[config.mk]
export PLATFORM = sky130hd
export DESIGN_NAME = crs_queue
export DESIGN_NICKNAME = d
export VERILOG_FILES = /design/src/rtl/crs_queue.sv
export SDC_FILE = /design/constraint.sdc
export NUM_CORES = 1
export LEC_CHECK = 0
export BUFFER_PORTS_ARGS = -buffer_cell sky130_fd_sc_hd__buf_2
export CORE_AREA = 2 2 165 167
export DETAILED_ROUTE_END_ITERATION = 8
export DIE_AREA = 0 0 167 169
export GPL_TIMING_DRIVEN = 0
export HOLD_SLACK_MARGIN = 0.12
export PLACE_DENSITY = 0.51
export SETUP_SLACK_MARGIN = 0.4
export SYNTH_ARGS = -nofsm -noshare
export SYNTH_HDL_FRONTEND = slang
export SYNTH_SLANG_ARGS = --single-unit
[constraint.sdc]
create_clock -name clk -period 4.3 [get_ports clk]
set_input_delay 0.86 -clock clk [delete_from_list [all_inputs] [get_ports clk]]
set_output_delay 0.86 -clock clk [all_outputs]
set_load 0.03 [all_outputs]
[src/rtl/crs_queue.sv]
module crs_queue #(
  parameter int W     = 60,
  parameter int DEPTH = 4
) (
  input  logic         clk,
  input  logic         rst_n,
  input  logic         push,
  input  logic [W-1:0] din,
  output logic         full,
  input  logic         pop,
  output logic [W-1:0] dout,
  output logic         empty
);

  localparam int PTRW = (DEPTH > 1) ? $clog2(DEPTH) : 1;
  localparam int CW   = $clog2(DEPTH + 1);

  logic [W-1:0]    slot_r [DEPTH];
  logic [PTRW-1:0] wr_ptr_r, wr_ptr_nxt;
  logic [PTRW-1:0] rd_ptr_r, rd_ptr_nxt;
  logic [CW-1:0]   cnt_r, cnt_nxt;

  assign full  = (cnt_r == CW'(DEPTH));
  assign empty = (cnt_r == '0);
  assign dout  = slot_r[rd_ptr_r];

  always_comb begin
    wr_ptr_nxt = wr_ptr_r;
    rd_ptr_nxt = rd_ptr_r;
    cnt_nxt    = cnt_r;
    if (push) begin
      wr_ptr_nxt = (wr_ptr_r == PTRW'(DEPTH - 1)) ? '0 : wr_ptr_r + 1'b1;
    end
    if (pop) begin
      rd_ptr_nxt = (rd_ptr_r == PTRW'(DEPTH - 1)) ? '0 : rd_ptr_r + 1'b1;
    end
    if (push && !pop) begin
      cnt_nxt = cnt_r + 1'b1;
    end else if (pop && !push) begin
      cnt_nxt = cnt_r - 1'b1;
    end
  end

  always_ff @(posedge clk) begin
    if (!rst_n) begin
      wr_ptr_r <= '0;
      rd_ptr_r <= '0;
      cnt_r    <= '0;
    end else begin
      wr_ptr_r <= wr_ptr_nxt;
      rd_ptr_r <= rd_ptr_nxt;
      cnt_r    <= cnt_nxt;
    end
  end

  always_ff @(posedge clk) begin
    if (push) begin
      slot_r[wr_ptr_r] <= din;
    end
  end

  a_cnt_bound: assert property (@(posedge clk) disable iff (!rst_n)
    cnt_r <= CW'(DEPTH))
    else $error("queue occupancy above its depth");

  a_no_overflow: assert property (@(posedge clk) disable iff (!rst_n)
    full && !pop |-> !push)
    else $error("push into a full queue");

  a_drain: assert property (@(posedge clk) disable iff (!rst_n)
    pop && !push && cnt_r == CW'(1) |=> empty)
    else $error("queue not empty after its last item left");

endmodule

# Yosys cells after proc, flatten, opt, wreduce, memory -nomap -nowiden
# Memory sizes are Yosys's and may differ from the RTL's. A register that Yosys moved wholly into a read port is not among the register bits.
# Cells that the tools add are included.
# word_totals
memories,1
regBits,7
mem_bits_rw,240
wordCells,25
# classes
n_eq_ne,3
n_addsub,4
n_mux,8
reduce_logical,6
# memory_table
name,words,word_bits,read_ports,rd_ports_with_merged_regs,wr,line_no,rtl
slot_r,4,60,1,1,1,18,logic [W-1:0] slot_r [DEPTH];
# op_table
cell,count
2-bit 2-to-1 mux,4
3-bit 2-to-1 mux,2
2-bit by 1-bit adder with 2-bit output (second input constant),2
2-bit equality test (second input constant),2
3-bit by 1-bit adder with 3-bit output (second input constant),1
3-bit equality test (second input constant),1
3-bit logical NOT,1
3-bit by 1-bit subtractor with 3-bit output (second input constant),1
1-bit logical AND,2
1-bit logical NOT,2
1-bit 2-to-1 mux,2
2-bit nonzero test,1

# Depth between registers and ports, before layout
# Gate-level depths: netlist of the first run.
# depth
ltp_word,4
ltp_mapped,7

# Worst setup path after synthesis of the first run
# Ideal clock, no wire load.
# synth_path
path_kind,in2reg
start,input port push
end,"memory slot_r[0][0], enable pin"
setup_ns,0.424
t_arrival_ns,2.277
path_stages,1
path_buffers,0
setup_slack_ns,1.599
cell_sequence,and2_1
# synth_via
elab_chain_cells,2
# synth_rtl
item,line_no,rtl
"start, declared",7,"input logic push,"
1-bit 2-to-1 mux,57,if (push) begin
1-bit 2-to-1 mux (not written as such),58,slot_r[wr_ptr_r] <= din;
"end, declared",18,
# No other way between the ends.

==> run summary, run 1 <==
Subtracting the final worst setup slack from the clock period gives 3.00 ns. The post-detailed-route DRC marker count came out at 0. Relative to the synthesized area, the layout overhead comes to 22.2%. The worst slew margin relative to its limit is 0.731. The worst register-to-register path has a setup slack of 2.67 ns.

The floorplan has 60 rows. STA puts the critical path data arrival time at 2.14 ns. TritonCTS built the clock tree. The logs give 1 for the maximum level of the CTS H-tree and 2315 for the number of filler cells placed in the layout. The kind of start point of the critical path is a register. The run gives 0.805 as the sequential share of the synthesized area. For the pin with the worst max-slew slack, the measured transition is 0.403 ns. The worst reg2reg path endpoint is slot_r[3][35]$_DFFE_PP_. The post-synthesis net count is 429, and the clock buffer count from CTS is 26. Setup violations remaining at the end of the flow were counted as 0. Most frequently used cell type in the post-synthesis netlist: edfxtp_1. The post-route fraction of the period consumed by the critical path came out at 0.697. In this run the deepest clock path goes through 3 buffers. After routing, the total negative slack on setup checks comes to 0 ns. The run gives 5.61 mW as the overall power consumption.

For the worst setup path, the data required time is 3.44 ns. The tools report the hold-fix buffer count after cts as 0. After the flow finishes, the layout carries non-filler instances totaling 877. In this run the critical register-to-register path is launched from wr_ptr_r[0]$_SDFFE_PN0P_.

The post-synthesis instance area came out at 9180 µm². After clock tree synthesis, the clock-pin slew on the worst setup and hold paths is 0.06 ns. The die is 169 µm tall. The routed layout has 4104 vias. Source-to-sink clock delay at the later pin of the worst-skew pair: 0.52 ns. The width of the chip was 167 µm; the initial detailed-routing violation count was 209. The flow ran to the end, and the final reports show no timing, DRC or antenna violations. The worst hold path cell count was 1; the remaining global-route overflow was 0. Pin placement for this block handled 126 I/O pins. Dividing total power by cell area gives a power density of 500 nW/µm².

The total setup buffers inserted after CTS is 0, and the worst clock skew on the final layout is 0.0111 ns. In the synthesized netlist, the cells that appear most often are edfxtp_1 (240), mux4_2 (60), dfxtp_1 (9). Ranked by total cell area, the synthesized netlist is headed by edfxtp_1 (78%), mux4_2 (15%), dfxtp_1 (2.0%), buf_12 (1.3%), ha_1 (0.82%).

The fraction of synthesis flops using an asynchronous set or reset pin was 0; the number of distinct library cell variants in the gate-level netlist after synthesis was 22. Detailed placement ended at an HPWL of 10300 µm. The final weighted congestion in routability-driven placement came out at 0.660. The number of placed instances with taps included came out at 828. For the number of hold violations in the final report, the log shows 0.

The worst min-delay path endpoint was slot_r[2][43]$_DFFE_PP_. Top cell type's share of synthesized area: 0.785. The layout cell share with drive strength beyond 1 was 0.467.

In this run the cell area measured after placement is 10400 µm². The category of the critical setup timing path was register to output port. The number of cells on the worst reg-to-reg path is 3. The logs give 26300 µm for the global-route wire length before repair and 0.123 for the total routing resource utilization after global routing. The worst setup path is captured at an output port. The finished cells cover 11200 µm². The min-delay analysis places its worst path in the category input pin to register. Quantity of I/O buffers inserted on ports: 125.

The number of global-route vias before repair came out at 4555. In this run, synthesis inferred 240 flip-flops with an integrated enable. The clock drives 249 sinks. The synthesized design contains 249 register bits. Wires add up to 17100 µm. Clock root buffer: clkbuf_16.

After detailed routing, the average wire length per cell comes to 19.4 µm. The effective utilization at floorplan is 0.346. The total area inside the core boundary comes to 26500 µm². The antenna violation net count after detailed routing was 0; the post-CTS resize count was 0.

The largest fanout on the critical path works out to 10. Setup repair after global routing left no endpoint under its margin. The max-capacitance violation count is 0, and the detailed-route vias per instance is 4.68. The largest total area in the synthesized netlist belongs to edfxtp_1.

The most common flop cell mapped by yosys is edfxtp_1. In the final design database the tool counted 586 nets. The logs give 3.81 nW for the total leakage power and 358 for the post-synthesis instance total.

VDD sags by at most 277 µV. For this run, the top clock speed supported by timing is 0.334 GHz. The mean instance size in the synthesized netlist was 25.6 µm²; the die footprint was 28200 µm².

The count of final max-slew check failures is 0, and the first-pass iteration count of the detailed router is 4. The run gives 0.549 ns as the worst hold-check slack. During synthesis, Yosys emitted a total of 0 warnings.

The number of antenna violations at the first check in global routing was 1; the largest net degree at the start of global routing was 48. The worst hold path begins at din[43].
-- report_power, final --
| group | internal, mW | switching [mW] |
|---|---|---|
| logic | 0.232 | 0.376 |
| clock network | 1.32 | 0.876 |
| registers | 2.78 | 0.0281 |
| total | 4.33 | 1.28 |
-- metal layers --
| metal | track usage | vias to the layer above | share of wire |
|---|---|---|---|
| met5 | 0 | - | 0 |
| met4 | 0.0390 | 0 | 0.020 |
| met3 | 0.0262 | 26 | 0.048 |
| met2 | 0.213 | 99 | 0.51 |
| met1 | 0.154 | 2138 | 0.42 |
| li1 | - | 1841 | - |
-- sequential cells by signal, summed over array words and instances, names as in the netlist, named ones only --
signal	flops
wr_ptr_r	2
slot_r	240
cnt_r	3
rd_ptr_r	2
-- worst max-delay path: stages, from the launching register on --
cell and delay, ns:
dfxtp_1 0.30, buf_1 0.33, buf_2 0.38, mux4_2 0.40, buf_2 0.20
-- stage by stage --
| step | utilization | setup WS [ns] |
|---|---|---|
| global placement | 0.386 | 0.0832 |
| finish | 0.423 | 1.30 |
| floorplan | - | 1.60 |
| detailed placement | 0.391 | 1.78 |
| global route | 0.423 | 1.18 |
| CTS | 0.423 | 1.22 |
-- layout by cell type, fill, tap and decap left out --
| cell | count |
|---|---|
| clkbuf_8 | 3 |
| fa_1 | 1 |
| clkinv_2 | 9 |
| and2_1 | 1 |
| edfxtp_1 | 240 |
| inv_1 | 4 |
| buf_16 | 4 |
| mux2i_1 | 4 |
| dfxtp_1 | 9 |
| clkinv_4 | 2 |
| o21a_1 | 1 |
| clkbuf_1 | 3 |
| mux4_2 | 60 |
| clkbuf_16 | 27 |
| nor3b_1 | 1 |
| xnor2_1 | 1 |
| diode_2 | 1 |
| clkinvlp_4 | 1 |
| and2_4 | 4 |
| o21ai_0 | 1 |
| nor2b_1 | 5 |
| clkinv_1 | 1 |
| ha_1 | 6 |
| nor3_1 | 2 |
| xor2_1 | 1 |
| buf_2 | 131 |
| or3_1 | 1 |
| nor2_1 | 1 |
| buf_12 | 6 |
| buf_6 | 1 |
| buf_1 | 1 |
| bufinv_16 | 2 |
| a21boi_0 | 1 |
-- worst max-delay path by stage --
stage	start	end	slack, ns	depth (start not counted)
final	register	dout[20]	1.30	4
after global routing	register	dout[20]	1.18	4
after CTS	register	dout[20]	1.22	4
after detailed placement	register	dout[20]	1.78	4
after global placement	push	slot_r[1][5]$_DFFE_PP_	0.08	2
after floorplan	push	slot_r[0][0]$_DFFE_PP_	1.60	1
-- final cells by class --
class	count	area, µm²	area share
antenna	1	2.50	0.000223
inverter	4	15.0	0.00134
buffer	14	165	0.0147
multi-input combinational	91	1620	0.145
tap	341	427	0.0380
clock inverter	15	134	0.0119
sequential	249	7390	0.658
timing repair buffer	129	736	0.0656
clock buffer	33	728	0.0649
-- kinds of logic (layout without fill, tap and decap cells) --
logic type      Yosys count  in the layout  synth area share
mux                      64             64             0.152
simple gates             15             15           0.00981
flops                   249            249             0.805
other cells               0              1                 0
buf+inv                  18            195            0.0196
compound gates            3              3           0.00218
xor+xnor                  2              2           0.00191
fa+ha+maj                 7              7            0.0104
(Power assumes the default switching activity.)
==> run 2: changes to the inputs <==
--- a/config.mk
+++ b/config.mk
@@ -11,7 +11,7 @@
 export DIE_AREA = 0 0 167 169
 export GPL_TIMING_DRIVEN = 0
 export HOLD_SLACK_MARGIN = 0.12
-export PLACE_DENSITY = 0.51
+export PLACE_DENSITY = 0.53
 export SETUP_SLACK_MARGIN = 0.4
 export SYNTH_ARGS = -nofsm -noshare
 export SYNTH_HDL_FRONTEND = slang
==> constraint.sdc (replaced) <==
create_clock -name clk -period 2.4 [get_ports clk]
set_input_delay 0.48 -clock clk [delete_from_list [all_inputs] [get_ports clk]]
set_output_delay 0.48 -clock clk [all_outputs]
set_load 0.03 [all_outputs]
==> run summary, run 2 (synthesized netlist as in run 1, its figures left out) <==
For the largest net degree at the start of global routing, the log shows 35 (-27%). The critical path data arrival time is 1.89 ns (-0.25 ns). The post-route fraction of the period consumed by the critical path is 0.988, and the required time of the worst setup path is 1.92 ns (-1.52 ns). In the final layout, the registers with the most flip-flops are slot_r x240, cnt_r x3.

The run gives 28200 µm² (unchanged) as the die footprint. For the maximum level of the CTS H-tree, the log shows 1 (unchanged). TritonCTS built the clock tree. The layout cell share with drive strength beyond 1 was 0.457 (-0.0100); the layout-stage area growth over the synthesis result was 26.6%. For the detailed-routed wire length on met2, the log shows 8530 µm (-1.5%). STA classifies the critical path endpoint as an output port. The quantity of I/O buffers inserted on ports is 125 (unchanged). The post-route met1 wirelength was 7290 µm (+0.70%); the final weighted congestion in routability-driven placement was 0.701 (+6.2%).

The logs give 0 (unchanged) for the total setup buffers inserted after CTS and 249 (unchanged) for the clock sink total. The pre-CTS worst setup slack is 0.228 ns (-1.55 ns), and the detailed-route vias per instance is 4.72 (+0.82%). The power per unit of standard cell area is 876 nW/µm² (+75%). Clock buffer count from CTS: 27 (+3.8%). The tools report the sum of met3 wire segment lengths after detailed routing as 1110 µm (+37%).

The setup path with the least slack is of type register to output port. The class of the worst hold path was input pin to register. The run gives 126 (unchanged) as the number of top-level pins. Routed signal wires occupy layers up through met5.

The average wire per standard cell was 19.8 µm (+1.6%). Worst clock skew on the final layout: 0.0170 ns (+0.00586 ns). The global-route wire length before repair was 26400 µm (+0.13%).

Highest-delay cell along the critical path: mux4_2. The upper clock frequency limit is 0.422 GHz. The tree is rooted in a clkbuf_16. The clock transition at the registers of the reported paths is 0.06 ns (about the same). The worst-margin pin slew is 0.486 ns (+0.0831 ns), and the shortest period the worst path allows is 2.37 ns. Setup repair after global routing could not meet its margin everywhere. The first-pass iteration count of the detailed router was 4 (unchanged). The maximum count of clock buffers along a single path was 3 (unchanged); the number of filler cells placed in the layout was 2298 (-0.73%). The number of antenna violations at the first check in global routing came out at 3 (+2). On the critical path the largest part of the delay comes from multiplexers. Width of the chip: 167 µm (unchanged).

The number of non-filler instances in the completed layout is 879 (+0.23%). The logs give 0 (unchanged) for the max-capacitance violation count and 828 (unchanged) for the number of placed instances with taps included. The row count was 60 (unchanged); the count of final max-slew check failures was 0 (unchanged). The register bank with the most flops was slot_r. In the layout the commonest cells are edfxtp_1 (240), buf_2 (66), buf_6 (61).

The worst voltage drop across the vdd grid was 631 µV (+130%). The tools report the source-to-sink clock delay at the later pin of the worst-skew pair as 0.52 ns (about the same). Among the stages of the critical path, the cell type that occurs most often is buf_12. The flow ran to the end, and the final reports show no timing, DRC or antenna violations. The total length of routed wires came out at 17400 µm (+1.8%). The number of vias after detailed routing was 4147 (+1.0%). The number of antenna diodes was 0 (-1); the antenna violation net count after detailed routing was 0 (unchanged). Die height: 169 µm (unchanged). The library cell used most frequently in the layout, excluding fill and tap cells, is edfxtp_1. The total leakage power was 3.93 nW (+3.3%); the number of hold violations in the final report was 0 (unchanged). The total routing resource utilization after global routing was 0.123 (about the same); the number of nets in the final layout was 588 (+0.34%). The setup-violating endpoint count in the final report was 0 (unchanged). The post-layout utilization of the core came out at 0.439 (+0.0153).

The final critical-path setup slack came out at 0.0287 ns (-1.27 ns). Number of flip-flops in the largest register: 240 (unchanged). For the number of global-route vias before repair, the log shows 4538 (-0.37%). STA classifies the critical path startpoint as a register. The placeable core region was 26500 µm² (unchanged); the post-detailed-route DRC marker count was 0 (unchanged).

Initial detailed-routing violation count: 296 (+42%). The largest fanout on the critical path was 10 (unchanged); the effective utilization at floorplan was 0.346 (unchanged). The HPWL after detailed placement is 10600 µm (+2.8%), and the overall power consumption is 10.2 mW (+82%). The worst stage delay on the critical path works out to 0.53 ns (+0.13 ns).

For the remaining global-route overflow, the log shows 0 (unchanged). Traced cell by cell, the critical path runs through buf_12 -> buf_12 -> mux4_2 -> buf_6. The worst slew margin relative to its limit was 0.676 (-0.0554); the number of buffers and inverters on the critical path was 3 (unchanged).
[run 2: routing by layer]
metal | vias up | GRT usage
li1 | 1847 | -
met1 | 2155 | 0.157
met2 | 111 | 0.206
met3 | 30 | 0.0339
met4 | 4 | 0.0337
met5 | - | 0
[run 2: power breakdown]
group          total (mW)  internal, mW  switching, mW
clock                3.85          2.27           1.59
combinational        1.30         0.587          0.714
sequential           5.03          4.98         0.0484
total                10.2          7.83           2.35
[run 2: area by class of cell]
cell class              count  area (µm²)  share of cell area
inverters                   4        15.0             0.00129
clock buffers              29         683              0.0588
plain buffers              14         194              0.0167
repair buffers            130        1140              0.0979
clock inverters            21         155              0.0133
multi-input cells          91        1620               0.140
well taps                 341         427              0.0367
flip-flops and latches    249        7390               0.636
[run 2: worst paths after layout]
kind                                  from                       end  slack [ns]  depth (start not counted)
setup / recovery                  register                  dout[35]        0.03                          4
hold / removal                     din[53]   slot_r[3][53]$_DFFE_PP_        0.17                          1
setup reg to reg  wr_ptr_r[0]$_SDFFE_PN0P_   slot_r[2][15]$_DFFE_PP_        0.67                          4
hold reg to reg   rd_ptr_r[1]$_SDFFE_PN0P_  rd_ptr_r[1]$_SDFFE_PN0P_        0.56                          2
[run 2: stage by stage]
step / area (µm²) / hold slack [ns] / setup TNS [ns]
after global placement: 10200 / 0.489 / -38.18
after global routing: 11600 / 0.151 / -1.41
after CTS: 11600 / 0.137 / -0.276
final: 11600 / 0.167 / 0
after floorplan: 9190 / 0.472 / 0
after detailed placement: 10400 / 0.546 / 0
[run 2: repair_timing]
item                                    in CTS  in global routing
endpoints found under the setup margin      60                 60
gates cloned                                 1                  0
hold buffers                                 0                  0
resized for setup                          132                  0
