<file path="src/rtl/crs_pkg.sv">
package crs_pkg;

  localparam int SRC_DIM_MAX_DEF = 256;
  localparam int OUT_DIM_MAX_DEF = 256;
  localparam int QUEUE_DEPTH_DEF = 4;

  localparam int FRAC_W   = 8;
  localparam int SAMPLE_W = 24;
  localparam int HEIGHT_W = 16;

  typedef enum logic {
    ACT_WRITE   = 1'b0,
    ACT_COMPUTE = 1'b1
  } action_t;

  typedef enum logic [1:0] {
    REG_SRC_SIZE = 2'd0,
    REG_OUT_SIZE = 2'd1,
    REG_BIAS_U   = 2'd2,
    REG_BIAS_V   = 2'd3
  } reg_idx_t;

  typedef struct packed {
    logic [8:0]         src_size;
    logic [8:0]         out_size;
    logic signed [17:0] bias_u;
    logic signed [17:0] bias_v;
  } cfg_t;

endpackage

</file>
<file path="src/rtl/crs_front.sv">
module crs_front #(
  parameter int SRC_DIM_MAX = 256,
  parameter int OUT_DIM_MAX = 256,
  parameter int QW          = 58
) (
  input  crs_pkg::cfg_t  cfg,
  input  logic           in_valid,
  output logic           in_ready,
  input  logic           in_action,
  input  logic [7:0]     in_row,
  input  logic [7:0]     in_col,
  input  logic [23:0]    in_sample,
  input  logic           q_full,
  output logic           q_push,
  output logic [QW-1:0]  q_din
);
  import crs_pkg::*;

  localparam int IW = $clog2(SRC_DIM_MAX);
  localparam int MA = (IW + 8 > 17) ? IW + 8 : 17;
  localparam int MB = ($clog2(OUT_DIM_MAX) + 8 > MA) ? $clog2(OUT_DIM_MAX) + 8 : MA;
  localparam int PW = MB + 3;

  logic signed [PW-1:0] src_ext, out_ext, ss_w, os_w;
  logic signed [PW-1:0] centre, limit, u_pos, v_pos;
  logic                 hit;
  logic [IW+7:0]        row_x, col_x;
  logic                 wr_ok, is_cmp;

  assign src_ext = $signed({{(PW-9){1'b0}}, cfg.src_size});
  assign out_ext = $signed({{(PW-9){1'b0}}, cfg.out_size});
  assign ss_w    = (src_ext > PW'(SRC_DIM_MAX)) ? PW'(SRC_DIM_MAX) : src_ext;
  assign os_w    = (out_ext > PW'(OUT_DIM_MAX)) ? PW'(OUT_DIM_MAX) : out_ext;

  // Half-pixel centring: (n-1)/2 in Q8 is (n-1) shifted by seven.
  assign centre = ((ss_w - PW'(1)) <<< 7) - ((os_w - PW'(1)) <<< 7);
  assign limit  = (ss_w - PW'(1)) <<< 8;

  assign u_pos = $signed({{(PW-16){1'b0}}, in_col, 8'h00}) + PW'(cfg.bias_u) + centre;
  assign v_pos = $signed({{(PW-16){1'b0}}, in_row, 8'h00}) + PW'(cfg.bias_v) + centre;

  assign hit = !u_pos[PW-1] && (u_pos < limit) && !v_pos[PW-1] && (v_pos < limit);

  assign row_x  = {{IW{1'b0}}, in_row};
  assign col_x  = {{IW{1'b0}}, in_col};
  assign wr_ok  = (row_x < (IW+8)'(SRC_DIM_MAX)) && (col_x < (IW+8)'(SRC_DIM_MAX));
  assign is_cmp = (action_t'(in_action) == ACT_COMPUTE);

  assign in_ready = !q_full;
  // A write that falls outside the map is taken and dropped here.
  assign q_push   = in_valid && !q_full && (is_cmp || wr_ok);

  always_comb begin
    if (is_cmp) begin
      q_din = {1'b1, hit, v_pos[IW+7:8], u_pos[IW+7:8], u_pos[7:0], v_pos[7:0],
               {SAMPLE_W{1'b0}}};
    end else begin
      q_din = {1'b0, 1'b0, row_x[IW-1:0], col_x[IW-1:0], {FRAC_W{1'b0}}, {FRAC_W{1'b0}},
               in_sample};
    end
  end

endmodule

</file>
<file path="config.mk">
export PLATFORM = sky130hd
export DESIGN_NAME = crs_front
export DESIGN_NICKNAME = d
export VERILOG_FILES = /design/src/rtl/crs_pkg.sv /design/src/rtl/crs_front.sv
export SDC_FILE = /design/constraint.sdc
export NUM_CORES = 1
export LEC_CHECK = 0
export ABC_AREA = 1
export BUFFER_PORTS_ARGS = -buffer_cell sky130_fd_sc_hd__buf_2
export CORE_MARGIN = 4
export CORE_UTILIZATION = 45
export DETAILED_ROUTE_END_ITERATION = 10
export PLACE_DENSITY = 0.77
export SLEW_MARGIN = 20
export SYNTH_ARGS = -nofsm -noshare
export SYNTH_HDL_FRONTEND = slang
export SYNTH_SLANG_ARGS = --single-unit
</file>
<file path="constraint.sdc">
create_clock -name vclk -period 7.8
set_input_delay 1.17 -clock vclk [all_inputs]
set_output_delay 1.17 -clock vclk [all_outputs]
set_load 0.05 [all_outputs]
</file>
# Word level (Yosys, flattened, before mapping)
# Cells that the tools add are included.
[word_totals] reg_bits=0 output_inout_bits=60 inputBits=97 word_cells=26
[op_classes] mux=3 magnitude_cmp=6 reduce_logical=10 addsub=7
[ops] op="58-bit two-way mux" n=1
[ops] op="19-bit by 18-bit adder with 20-bit output" n=2
[ops] op="20-bit by 18-bit less-than comparator with 1-bit output" n=2
[ops] op="17-bit by 18-bit adder with 19-bit output" n=2
[ops] op="9-bit by 1-bit subtractor with 10-bit output (second input constant)" n=2
[ops] op="9-bit > comparator (second input constant)" n=2
[ops] op="8-bit by 9-bit less-than comparator with 1-bit output (second input constant)" n=2
[ops] op="9-bit two-way mux" n=2
[ops] op="17-bit by 17-bit subtractor with 18-bit output" n=1
[ops] op="1-bit logical AND" n=6
[ops] op="1-bit zero test" n=3
[ops] op="1-bit logical OR" n=1

# Depth between registers and ports, before layout
# Gate-level depths: netlist of run 1.
[depth] depth_word=10 depth_mapped=39 depth_no_buf=39

# Worst setup path after synthesis of run 1
# Ideal clock, no wire load.
[synth_path] path_kind="in2out" start="input cfg[42] (netlist bit)" end="output q_din[56]" path_stages=36 n_path_buf=0 t_required_ns=6.630 setup_slack_ns=0.182 arrival_ns=6.448 cell_sequence="nor2_1 -> nand2_1 -> o21ai_4 -> nand2_1 -> ha_1 -> xor2_1 -> ha_1 -> nand2_1 -> o21ai_0 -> nand2_1 -> o21ai_2 -> xor2_1 -> fa_1 -> ha_1 -> nand2_1 -> inv_1 -> nand2_1 -> nand3_1 -> nand2_1 -> nand2_1 -> a21oi_1 -> nor2_1 -> o21ai_0 -> nand2_1 -> xor2_1 -> ha_1 -> nand2_1 -> inv_1 -> nand3_1 -> nor2_1 -> nand4_1 -> nor2_1 -> nor2_1 -> nand3_1 -> nand3_1 -> nor2_1"
[synth_via] elab_chain_len=10 elab_cells_between_ends=14 classes_between="add/sub (4); order compare (3); mux (2); reduce/logical (5)"
[synth_lines] element="start, declared" line="crs_front.sv:6" rtl="input crs_pkg::cfg_t cfg,"
[synth_lines] element="9-bit > comparator" line="crs_front.sv:33" rtl="assign os_w = (out_ext > PW'(OUT_DIM_MAX)) ? PW'(OUT_DIM_MAX) : out_ext;"
[synth_lines] element="9-bit two-way mux (*)" line="crs_front.sv:33"
[synth_lines] element="9-bit by 1-bit subtractor with 10-bit output (*)" line="crs_front.sv:36" rtl="assign centre = ((ss_w - PW'(1)) <<< 7) - ((os_w - PW'(1)) <<< 7);"
[synth_lines] element="17-bit by 17-bit subtractor with 18-bit output (*)" line="crs_front.sv:36"
[synth_lines] element="19-bit by 18-bit adder with 20-bit output" line="crs_front.sv:39" rtl="assign u_pos = $signed({{(PW-16){1'b0}}, in_col, 8'h00}) + PW'(cfg.bias_u) + centre;"
[synth_lines] element="20-bit by 18-bit less-than comparator with 1-bit output or 1-bit zero test (tied branches)" line="crs_front.sv:42" rtl="assign hit = !u_pos[PW-1] && (u_pos < limit) && !v_pos[PW-1] && (v_pos < limit);"
[synth_lines] element="1-bit logical AND (2 in a row)" line="crs_front.sv:42"
[synth_lines] element="1-bit logical AND (*)" line="crs_front.sv:42"
[synth_lines] element="58-bit two-way mux (*)" line="crs_front.sv:54" rtl="if (is_cmp) begin"
[synth_lines] element="end, declared" line="crs_front.sv:15" rtl="output logic [QW-1:0] q_din"
# Every way passes the cells marked *; elsewhere a longest branch is shown, timed or not.

# Worst setup path in the final report of run 1
[layout_path] start="input cfg[47] (netlist bit)" end="output q_din[56]"
[layout_via] elab_chain_len=10 elab_cells_between_ends=14 classes_between="add/sub (4); order compare (3); mux (2); reduce/logical (5)"
[layout_lines] element="9-bit > comparator" line="crs_front.sv:32" rtl="assign ss_w = (src_ext > PW'(SRC_DIM_MAX)) ? PW'(SRC_DIM_MAX) : src_ext;"
[layout_lines] element="9-bit two-way mux (*)" line="crs_front.sv:32"
[layout_lines] element="9-bit by 1-bit subtractor with 10-bit output (*)" line="crs_front.sv:36, crs_front.sv:37"
[layout_lines] element="17-bit by 17-bit subtractor with 18-bit output" line="crs_front.sv:36"
[layout_lines] element="19-bit by 18-bit adder with 20-bit output" line="crs_front.sv:39"
[layout_lines] element="20-bit by 18-bit less-than comparator with 1-bit output or 1-bit zero test (tied branches)" line="crs_front.sv:42"
[layout_lines] element="1-bit logical AND (2 in a row)" line="crs_front.sv:42"
[layout_lines] element="1-bit logical AND (*)" line="crs_front.sv:42"
[layout_lines] element="58-bit two-way mux (*)" line="crs_front.sv:54"
# Marks and branches as above.

==> flow_summary.toml, run 1 <==
[die]
start_util = 0.461
dieHeight_um = 97.0
rows = 32
die_area_um2 = 9400
die_x_um = 97.0
boundaryPins = 157
core_um2 = 7730

[timing]
slew_headroom = 0.411
finalMaxSlewViolations = 0
fmax_ghz = 0.132
fin_crit_sh = 0.970
worst_pin_slew_ns = 0.883
hold_viol_final = 0
period_needed_ns = 7.57
setup_violations = 0
setup_ws_ns = 0.235

[synth]
synthCells = 616
synth-compound-area-share = 0.112
synthXorXnorAreaFrac = 0.0787
ys_warn_count = 0
muxShareOfSynthArea = 0
synth_top_area_frac = 0.197
yosysSeqAreaShare = 0
yosys.cell_types.count = 31
synthAdderAreaFrac = 0.304
synth_area_per_cell_um2 = 5.78
yosys.area.top_type = "ha_1"
synth-simple-area-share = 0.343
ys_top_cells_by_count = "nand2_1, inv_1, ha_1, nor2_1, nand3_1"
synthTopCellsByArea = "ha_1, nand2_1, inv_1, fa_1, xor2_1"
syn_nets = 788
synth_top_family_by_area = "simple AND/OR/NAND/NOR gates"
syn-cell-area_um2 = 3560
yosys.cell_count.top_type = "nand2_1"

[setup_path]
critical_path_arrival_ns = 6.40
end_kind = "output port"
path_class = "primary input to output port"
cp_slowest_cell = "fa_2"
crit_top_cell = "nand2_1"
cp-start-kind = "primary input"
slowest_delay_ns = 0.46
crit_fanout = 4
cp.required_ns = 6.63

[place]
dp_hpwl_um = 9880
io_buffers = 157
dp_slack_ns = -0.109
gp_congestion = 0.974
post_dp_cell_area_um2 = 4580

[finish]
nNetsFinal = 968
syn2layout_area_growth_pct = 40.2
fin_util = 0.646
final_area_um2 = 4990
flops_and_latches = 0
seq_area_um2 = 0
nClkBuffers = 0
drive_above_1_share = 0.326
antennaDiodeCount = 0

[global_route]
gr-total-overflow = 0
grt_max_degree = 55
grt_pass1_wl_um = 17800
grt_pass1_vias = 4125
antenna_found_initial = 0
grt_use_total = 0.219

[route]
drt_first_iter_violations = 211
wirelength_um = 11700
antenna_left = 0
drc = 0
vias = 4425
avgRoutedWirePerCell_um = 13.0
firstDrtPassIters = 6
vias_per_cell = 4.94

[hold_path]
min_to = "in_ready"
holdPathStages = 3
hp-class = "primary input to output port"
min_from = "q_full"

[run_status]
status = "finished clean"

[job]
maxCapViolCount = 0

[power]
irDropWorstVdd_mv = 0.148
p_leak_uw = 0.00314
power.density_nw_per_um2 = 384
power_uw = 1920

[clock_network]
postCtsHoldBufs = 0
worst max-delay path: cells and delay by family:
family | cells | cell delay, ns
buffers and inverters | 7 | 0.78
adder cells (fa/ha/maj) | 4 | 1.46
AND/OR/NAND/NOR | 20 | 2.19
XOR/XNOR | 3 | 0.50
AO/OA/AOI/OAI | 3 | 0.31
how the worst max path moves through the flow:
stage,startpoint,end,slack [ns],depth (start not counted)
global route,cfg[45],q_din[56],-0.09,39
finish,cfg[47],q_din[56],0.23,37
floorplan,cfg[42],q_din[56],0.18,36
CTS,cfg[47],q_din[56],0.006,41
global placement,cfg[47],q_din[56],0.07,40
detailed placement,cfg[47],q_din[56],-0.11,40
per-stage QoR:
stage,hold WS (ns),instances,setup TNS (ns)
after floorplan,2.51,616,0
after global placement,2.65,885,0
after detailed placement,2.65,885,-0.109
after CTS,2.65,886,0
after global routing,2.66,896,-0.0917
final,2.65,896,0
routing by layer:
metal | track usage | vias up | share of wire
li1 | - | 2267 | -
met1 | 0.277 | 1998 | 0.42
met2 | 0.406 | 137 | 0.51
met3 | 0.0137 | 23 | 0.051
met4 | 0.0454 | 0 | 0.024
met5 | 0 | - | 0
logic make-up after synthesis:
kind of cell             Yosys count
buffers and inverters            153
XOR/XNOR                          32
adder cells (fa/ha/maj)           75
AND/OR/NAND/NOR                  285
AO/OA/AOI/OAI                     71
cell usage in the layout (no fill, tap or decap), types with 3 or more instances in the layout:
master    count
nand2_1     147
ha_1         47
nand4_1      15
nor2_2        8
a21oi_1      23
a21oi_2       7
nand2_2      20
buf_4        26
buf_2       156
nand3_1      32
nand2_4       3
xnor2_1       6
o21ai_2       5
nand3_2       6
buf_6         4
nor2_1       45
o21ai_1       4
inv_1       143
ha_4          8
xor2_2        6
fa_1         18
o21bai_1      3
o21ai_0      21
xor2_1       20
what timing repair did:
| item | 4_1_cts | 5_1_grt |
|---|---|---|
| gates resized for setup | 1 | 72 |
| setup endpoints to repair | 1 | 1 |
| pin swaps | 1 | 43 |
| setup buffers | 1 | 11 |
power breakdown:
| part | switching, µW | leakage (µW) | internal (µW) |
|---|---|---|---|
| Clock | 0 | 0 | 0 |
| Sequential | 0 | 0 | 0 |
| Combinational | 1180 | 0.00314 | 739 |
cell type report:
type | count | area [µm²]
timing repair buffer | 187 | 1040
fill | 698 | 2740
inverter | 144 | 541
tap | 102 | 128
multi-input combinational | 463 | 3280
Note: power is estimated with default switching activity, not from simulation.
==> run 2, diff against run 1 <==
--- a/config.mk
+++ b/config.mk
@@ -10,7 +10,7 @@
 export CORE_MARGIN = 4
 export CORE_UTILIZATION = 45
 export DETAILED_ROUTE_END_ITERATION = 10
-export PLACE_DENSITY = 0.77
+export PLACE_DENSITY = 0.8
 export SLEW_MARGIN = 20
 export SYNTH_ARGS = -nofsm -noshare
 export SYNTH_HDL_FRONTEND = slang
==> flow_summary.toml, run 2 (synthesis results as in run 1) <==
[route]
wirelength_um = 12600
vias = 4523
vias_per_cell = 5.03
drt_first_iter_violations = 267
firstDrtPassIters = 7
antenna_left = 0
drc = 0
avgRoutedWirePerCell_um = 14.0

[timing]
setup_ws_ns = 0.186
hold_slack_ns = 2.65
period_needed_ns = 7.61
fmax_ghz = 0.131
slew_headroom = 0.397
setup_violations = 0
hold_viol_final = 0
finalMaxSlewViolations = 0
fin_crit_sh = 0.976
worst_pin_slew_ns = 0.905

[finish]
mostFrequentLayoutCell = "buf_2"
multiInputGateArea_um2 = 3330
layout_common_cells = "buf_2, nand2_1, inv_1"
nNetsFinal = 972
drive_above_1_share = 0.330
final_area_um2 = 5050
fin_util = 0.654
antennaDiodeCount = 0
syn2layout_area_growth_pct = 41.8
flops_and_latches = 0
nClkBuffers = 0
seq_area_um2 = 0
n_fill_cell = 709

[power]
power.density_nw_per_um2 = 392
irDropWorstVdd_mv = 0.138
power_uw = 1980
p_leak_uw = 0.00316

[hold_path]
hp-class = "primary input to output port"
min_from = "q_full"

[setup_path]
cp_slowest_cell = "fa_2"
critPathCapture = "q_din[56]"
path_class = "primary input to output port"
cp-start-kind = "primary input"
crit_fanout = 4
crit_top_cell = "nand2_1"
slowest_delay_ns = 0.60
critPathLaunch = "cfg[39]"
end_kind = "output port"
cp.required_ns = 6.63
critical_path_arrival_ns = 6.44

[global_route]
grt_max_degree = 55
grt_use_total = 0.236
grt_pass1_vias = 4296
grt_pass1_wl_um = 19200
gr-total-overflow = 0
antenna_found_initial = 0

[place]
gp_congestion = 0.955
dp_hpwl_um = 10300
post_dp_cell_area_um2 = 4590
dp_slack_ns = -0.0506
io_buffers = 157

[clock_network]
postCtsHoldBufs = 0

[die]
dieHeight_um = 97.0
rows = 32
die_x_um = 97.0
die_area_um2 = 9400
start_util = 0.461
core_um2 = 7730
boundaryPins = 157

[run_status]
status = "finished clean"

[job]
maxCapViolCount = 0
[run 2: cell types whose count changed in the layout (fill, tap and decap cells not counted), sizes merged]
cell and delta:
buf +4
[run 2: area by class of cell]
cell class / instances / share of cell area
tap: 102 / 0.0253
inverter: 144 / 0.108
timing repair buffer: 191 / 0.208
multi-input combinational: 463 / 0.659
[run 2: worst max-delay path: cells and delay by family]
family | cells | cell delay, ns
AOI/OAI and AO/OA | 4 | 0.57
adders and majority gates | 5 | 1.65
xor gates and xnor gates | 3 | 0.46
buffers and inverters | 5 | 0.55
and+or+nand+nor | 21 | 2.04
[run 2: metrics by stage]
step	cells	TNS, ns
after floorplan	616	0
after global placement	887	0
after detailed placement	887	-0.0506
after CTS	889	0
after global routing	900	-0.194
final	900	0
[run 2: how the worst min path moves through the flow]
stage                     end  cells after the start
detailed placement   in_ready                      3
global route         in_ready                      3
CTS                  in_ready                      3
finish               in_ready                      3
global placement     in_ready                      3
floorplan           q_din[57]                      1
[run 2: report_power, final]
group / total [µW] / internal, µW / switching [µW]
sequential: 0 / 0 / 0
combinational: 1980 / 753 / 1220
clock: 0 / 0 / 0
total: 1980 / 753 / 1220
[run 2: layer usage]
metal / GRT usage / wire, µm / vias to the layer above
met4: 0.0324 / 273 / 0
li1: - / - / 2273
met2: 0.438 / 6440 / 156
met1: 0.305 / 5170 / 2064
met3: 0.0151 / 684 / 30
met5: 0 / 0 / -
[run 2: repair_timing]
action / 4_1_cts / 5_1_grt
hold endpoints to repair: 0 / 0
pin swaps: 2 / 44
gates resized for setup: 1 / 72
setup buffers: 2 / 11
endpoints found under the setup margin: 1 / 1
==> run 3, diff against run 2 <==
--- a/config.mk
+++ b/config.mk
@@ -6,11 +6,12 @@
 export NUM_CORES = 1
 export LEC_CHECK = 0
 export ABC_AREA = 1
-export BUFFER_PORTS_ARGS = -buffer_cell sky130_fd_sc_hd__buf_2
 export CORE_MARGIN = 4
 export CORE_UTILIZATION = 45
 export DETAILED_ROUTE_END_ITERATION = 10
-export PLACE_DENSITY = 0.8
+export DONT_BUFFER_PORTS = 1
+export PLACE_DENSITY = 0.63
+export SETUP_SLACK_MARGIN = 0.4
 export SLEW_MARGIN = 20
 export SYNTH_ARGS = -nofsm -noshare
 export SYNTH_HDL_FRONTEND = slang
==> flow_summary.toml, run 3 (synthesis results as in run 1) <==
[power]
sw_frac_of_total = 0.617
seq_power_share = 0
combPwrFrac = 1.000
switchingPower_uw = 1190
pwr-share-clk = 0
power.internal_uw = 736
p_leak_uw = 0.00255
power.density_nw_per_um2 = 439
irDropWorstVdd_mv = 0.167

[route]
antenna_left = 0
avgRoutedWirePerCell_um = 14.2
wirelength_um = 10700
drt_first_iter_violations = 138
vias = 3796
firstDrtPassIters = 4
drc = 0
vias_per_cell = 5.06

[die]
die_area_um2 = 9400
die_x_um = 97.0
rows = 32
start_util = 0.461
boundaryPins = 157
core_um2 = 7730
dieHeight_um = 97.0

[global_route]
antenna_found_initial = 0
grt_use_total = 0.206
grt_pass1_vias = 3583
grt_max_degree = 55
gr-total-overflow = 0
grt_pass1_wl_um = 16600

[hold_path]
hp-class = "primary input to output port"
min_to = "q_din[57]"
holdPathStages = 0
min_from = "in_action"

[finish]
nClkBuffers = 0
flops_and_latches = 0
mostFrequentLayoutCell = "nand2_1"
syn2layout_area_growth_pct = 23.2
nNetsFinal = 822
antennaDiodeCount = 0
drive_above_1_share = 0.190
seq_area_um2 = 0
layout_common_cells = "nand2_1, inv_1, nor2_1, ha_1, buf_4"
fin_util = 0.568

[place]
dp_hpwl_um = 8850
gp_congestion = 1.01
io_buffers = 0

[setup_path]
critical_path_arrival_ns = 6.16
end_kind = "output port"
cp-start-kind = "primary input"
cpLargestDelayFamily = "simple AND/OR/NAND/NOR gates"
crit_top_cell = "nand2_2"
path_buf_inv = 3
path_class = "primary input to output port"
cp.required_ns = 6.63
slowest_delay_ns = 0.54
cp_slowest_cell = "fa_1"
crit_fanout = 4

[timing]
setup_violations = 0
period_needed_ns = 7.33
worst_pin_slew_ns = 1.01
finalMaxSlewViolations = 0
fmax_ghz = 0.136
fin_crit_sh = 0.940
setup_tns_ns = 0
hold_viol_final = 0
rsz0062_at_grt = "yes"
slew_headroom = 0.323
hold_slack_ns = 2.34

[clock_network]
postCtsHoldBufs = 0

[run_status]
status = "finished clean"

[job]
maxCapViolCount = 0
-- run 3: changes by cell type in the layout (fill, tap and decap cells not counted), sizes merged --
cell  before  now
buf      191   41
-- run 3: repair_timing --
| action | 4_1_cts | 5_1_grt |
|---|---|---|
| gates resized for setup | 30 | 56 |
| endpoints found under the setup margin | 1 | 1 |
| buffers inserted | 7 | 21 |
| pin swaps | 11 | 69 |
-- run 3: power by group through the flow --
| stage | sequential (µW) | clock (µW) | combinational [µW] |
|---|---|---|---|
| 6_report | 0 | 0 | 1920 |
| 5_1_grt | 0 | 0 | 2160 |
| 4_1_cts | 0 | 0 | 1700 |
| 3_5_place_dp | 0 | 0 | 1610 |
| 3_3_place_gp | 0 | 0 | 1580 |
| 2_1_floorplan | 0 | 0 | 1280 |
-- run 3: how the worst max path moves through the flow --
stage | from | end | slack [ns] | cells past startpoint
global route | cfg[52] | q_din[56] | 0.06 | 39
finish | cfg[38] | q_din[56] | 0.47 | 38
global placement | cfg[45] | q_din[56] | 0.04 | 39
floorplan | cfg[42] | q_din[56] | 0.51 | 36
CTS | cfg[45] | q_din[56] | 0.41 | 40
detailed placement | cfg[45] | q_din[56] | -0.04 | 39
-- run 3: cell type report --
class / instances / area (µm²)
fill: 748 / 3340
inverter: 144 / 541
multi-input combinational: 463 / 3390
tap: 102 / 128
timing repair buffer: 41 / 324
-- run 3: metal layers --
layer / share of wire / global-route usage
met3: 0.059 / 0.0296
met4: 0.014 / 0.0302
met2: 0.50 / 0.364
met1: 0.43 / 0.272
met5: 0 / 0
-- run 3: stage by stage --
step                      total power (µW)  std cells  worst slack (ns)  area, µm²
after floorplan                       1280        616             0.514       3570
after global placement                1580        722            0.0376       3770
after detailed placement              1610        722           -0.0365       3770
after CTS                             1700        729             0.409       3980
after global routing                  2160        750            0.0627       4390
final                                 1920        750             0.468       4390
